<file path="config.mk">
export PLATFORM = sky130hd
export DESIGN_NAME = mts_ctrl
export DESIGN_NICKNAME = d
export VERILOG_FILES = /design/src/rtl/mts_pkg.sv /design/src/rtl/mts_ctrl.sv
export SDC_FILE = /design/constraint.sdc
export NUM_CORES = 1
export LEC_CHECK = 0
export BUFFER_PORTS_ARGS = -buffer_cell sky130_fd_sc_hd__buf_2
export CAP_MARGIN = 20
export CORE_AREA = 2 2 39 41
export CTS_BUF_LIST = sky130_fd_sc_hd__clkbuf_8 sky130_fd_sc_hd__clkbuf_16
export DETAILED_ROUTE_END_ITERATION = 12
export DIE_AREA = 0 0 41 43
export GPL_TIMING_DRIVEN = 0
export PLACE_DENSITY = 0.41
export REMOVE_ABC_BUFFERS = 1
export SLEW_MARGIN = 20
export SYNTH_ARGS = -nofsm -noshare
export SYNTH_HDL_FRONTEND = slang
export SYNTH_SLANG_ARGS = --single-unit
</file>
<file path="constraint.sdc">
create_clock -name i_clk -period 2.5 [get_ports i_clk]
set_input_delay 0.375 -clock i_clk [delete_from_list [all_inputs] [get_ports i_clk]]
set_output_delay 0.375 -clock i_clk [all_outputs]
set_load 0.05 [all_outputs]
</file>
<file path="src/rtl/mts_pkg.sv">
// Package for the min tracking stack: transaction structs, op and status codes,
// and the control/status structs between controller and datapath. No dependencies.
package mts_pkg;

    // Operation codes; the spare code behaves as a peek
    typedef enum logic [1:0] {
        OP_PEEK  = 2'd0,
        OP_PUSH  = 2'd1,
        OP_POP   = 2'd2,
        OP_SPARE = 2'd3
    } t_op;

    // Result status codes
    localparam logic [1:0] ST_OK        = 2'd0;
    localparam logic [1:0] ST_PUSH_FULL = 2'd1;
    localparam logic [1:0] ST_POP_EMPTY = 2'd2;

    typedef struct packed {
        logic [1:0]         op;
        logic signed [31:0] value;
    } t_cmd;

    typedef struct packed {
        logic signed [31:0] top_value;
        logic signed [31:0] min_value;
        logic               is_empty;
        logic [1:0]         status;
    } t_result;

    // Controller to datapath commands
    typedef struct packed {
        logic exec;   // transaction accepted this cycle
        logic load;   // reload top caches from memory read data
    } t_dp_ctl;

    // Datapath to controller status
    typedef struct packed {
        logic need_rd; // accepted op is a legal pop: needs a memory read
    } t_dp_stat;

endpackage

</file>
<file path="src/rtl/mts_ctrl.sv">
// Controller of the min tracking stack: sequences accept, memory reload and
// the result strobe. Depends on mts_pkg.
module mts_ctrl
    import mts_pkg::*;
(
    input  logic     i_clk,
    input  logic     i_rst_n,
    input  logic     i_start,
    input  t_dp_stat i_stat,
    output t_dp_ctl  o_ctl,
    output logic     o_busy,
    output logic     o_done
);
    typedef enum logic [1:0] {
        S_IDLE,
        S_LOAD,
        S_RESP
    } t_state;

    t_state r_state;
    logic   r_busy, r_done;
    logic   accept;

    assign accept     = i_start && !r_busy;
    assign o_ctl.exec = accept;
    assign o_ctl.load = (r_state == S_LOAD);
    assign o_busy     = r_busy;
    assign o_done     = r_done;

    // State and registered handshake outputs
    always_ff @(posedge i_clk) begin
        if (!i_rst_n) begin
            r_state <= S_IDLE;
            r_busy  <= 1'b0;
            r_done  <= 1'b0;
        end else begin
            unique case (r_state)
                S_IDLE: begin
                    if (accept) begin
                        r_busy <= 1'b1;
                        if (i_stat.need_rd) begin
                            r_state <= S_LOAD;
                        end else begin
                            r_state <= S_RESP;
                            r_done  <= 1'b1;
                        end
                    end
                end
                S_LOAD: begin
                    r_state <= S_RESP;
                    r_done  <= 1'b1;
                end
                S_RESP: begin
                    r_state <= S_IDLE;
                    r_done  <= 1'b0;
                    r_busy  <= 1'b0;
                end
                default: begin
                    r_state <= S_IDLE;
                    r_done  <= 1'b0;
                    r_busy  <= 1'b0;
                end
            endcase
        end
    end

endmodule

</file>
==> impl_metrics.py <==
metrics = {
    "synthesis": {
        "netlist_area_um2": 161.4,
        "seq_area_frac_synth_pct": 49.61,
        "syn-instance-count": 18,
        "yosysWarnings": 0,
        "syn_area_per_cell_um2": 8.967,
        "ys_ff_latch": 4,
        "synthDistinctLibCells": 10,
    },
    "clock_network": {
        "clkSlewWorstSetupHoldPaths_ns": 0.03,
        "post_cts_buffers": 0,
        "ctsHoldBuffers": 0,
        "clock_latency_ns": 0.21,
        "clock_path_buffers": 2,
        "clock-sinks": 4,
        "cts_tree": "done",
        "cts_root_buffer": "clkbuf_8",
        "cts-resized-gates": 0,
        "cts_inserted_buffers": 3,
        "cts_max_level": 1,
    },
    "place": {
        "gp_congestion": 0.5783,
        "io_buffers": 7,
        "placedInstanceArea_um2": 209.0,
        "pre_cts_ws_ns": 1.260,
        "dp.cells": 40,
    },
    "routing": {
        "drt_pass1_iterations": 4,
        "drt-total-wl_um": 347,
        "drtIter0Drc": 6,
        "wl_per_cell_um": 8.070,
        "drc": 0,
        "viasPerCell": 3.302,
        "vias": 142,
        "drtAntennaViolNets": 0,
    },
    "floorplan": {
        "die_w_um": 41,
        "initial_utilization_pct": 11.66,
        "io_pins": 8,
        "dieArea_um2": 1763,
        "coreArea_um2": 1384,
        "rows": 14,
        "die_h_um": 43,
    },
    "critical_path": {
        "cp.arrival_ns": 0.99,
        "cp-end-kind": "output pin",
        "start_kind": "flop",
        "crit_type": "reg -> out",
        "cp_max_fo": 4,
        "required_ns": 2.12,
    },
    "sta": {
        "final-hold-violation-count": 0,
        "fin_skew_ns": 0.001177,
        "setup_violations": 0,
        "min_period_over_period_pct": 54.60,
        "finalSetupTns_ns": 0,
        "worstMarginPinSlew_ns": 0.2534,
        "min_period_ns": 1.365,
        "layout_setup_ws_ns": 1.135,
        "relSlewSlack_pct": 83.22,
        "drv_slew": 0,
        "whs_ns": 0.4333,
        "rsz0062_at_grt": "no",
        "fmax_ghz": 0.7326,
    },
    "grt": {
        "grt_pass1_vias": 148,
        "grt_antenna_before_repair": 0,
        "overflow": 0,
        "grt_max_degree": 6,
        "grt_use_total_pct": 5.422,
        "grt_pass1_wl_um": 545,
    },
    "finish": {
        "antennaDiodeCount": 0,
        "drive_above_1_share_pct": 37.04,
        "layout_commonest_cell": "buf_2",
        "syn_to_final_growth_pct": 55.04,
        "final_area_um2": 250.2,
        "final_cell_mix": "7 x buf_2, 4 x dfxtp_1, 3 x nor2_1, 3 x a21oi_1, 3 x clkbuf_8",
        "post-route-util_pct": 18.08,
        "fin_cells": 43,
        "layout.nets": 33,
    },
    "power_and_ir_drop": {
        "swShare_pct": 24.67,
        "pwr-share-seq_pct": 29.9,
        "p_leak_nw": 0.1159,
        "power.density_nw_per_um2": 962.8,
        "ir_worst_vdd_v": 0.0001341,
        "p_total_mw": 0.2409,
        "p_clk_share_pct": 55.7,
        "power_frac_comb_pct": 14.4,
        "power.switching_mw": 0.05943,
        "p_int_mw": 0.1815,
    },
    "hold_path": {
        "hold_class": "in -> reg",
    },
    "job": {
        "drv_cap": 0,
    },
    "run_status": {
        "status": "complete, no violations",
    },
}
==> flip-flops by register name, indices dropped and copies added, names as in the netlist <==
register,flops
o_busy,1
o_done,1
r_state,2
==> worst max-delay path, cell delays in order (launching register included) <==
cell and delay (ns):
dfxtp_1 0.35, inv_1 0.07, nor2_1 0.09, buf_2 0.26
==> final timing paths <==
kind                                 start          to  slack [ns]  cells past startpoint
worst max-delay path            r_state[0]    o_ctl[0]        1.14                      3
worst min-delay path                i_stat  r_state[0]        0.43                      3
worst max register to register      o_busy  r_state[1]        1.55                      2
worst min register to register      o_busy      o_busy        0.48                      2
==> per-layer routing <==
metal,vias up,share of wire [%],global-route usage (%),wire [um]
met4,0,0,8.000,0
met5,-,0,0,0
met2,8,36,5.000,126
li1,75,-,-,-
met1,59,52,5.466,179
met3,0,12,4.712,41
==> Yosys cell counts <==
master | number | share of area, %
a21oi_1 | 3 | 9.3
buf_4 | 1 | 4.7
dfxtp_1 | 4 | 50
inv_1 | 2 | 4.7
nand2b_1 | 1 | 3.9
nand4bb_1 | 1 | 7.0
nor2_1 | 3 | 7.0
nor2b_1 | 1 | 3.9
or2b_1 | 1 | 4.7
or3b_1 | 1 | 5.4
==> power by group through the flow <==
stage          registers [mW]  clock network (mW)  logic (mW)
2_1_floorplan          0.0825                   0      0.0160
3_3_place_gp           0.0730                   0      0.0349
3_5_place_dp           0.0730                   0      0.0350
4_1_cts                0.0721               0.139      0.0351
5_1_grt                0.0726               0.140      0.0373
6_report               0.0719               0.134      0.0348
==> cell type report <==
cell class                 instances  area [um^2]
sequential                         4        80.08
multi-input combinational         11        66.31
fill                             162         1134
timing repair buffer               7        35.03
clock buffer                       3        41.29
inverter                           2        7.507
tap                               16        20.02
==> logic make-up (layout without fill, tap and decap cells) <==
| group | after synthesis | after routing | share of synthesized area, % |
|---|---|---|---|
| AO/OA/AOI/OAI | 3 | 3 | 9.300 |
| AND/OR/NAND/NOR | 8 | 8 | 31.79 |
| flip-flops | 4 | 4 | 49.61 |
| buffers and inverters | 3 | 12 | 9.306 |
No activity file was read; power rests on OpenSTA's default activity.
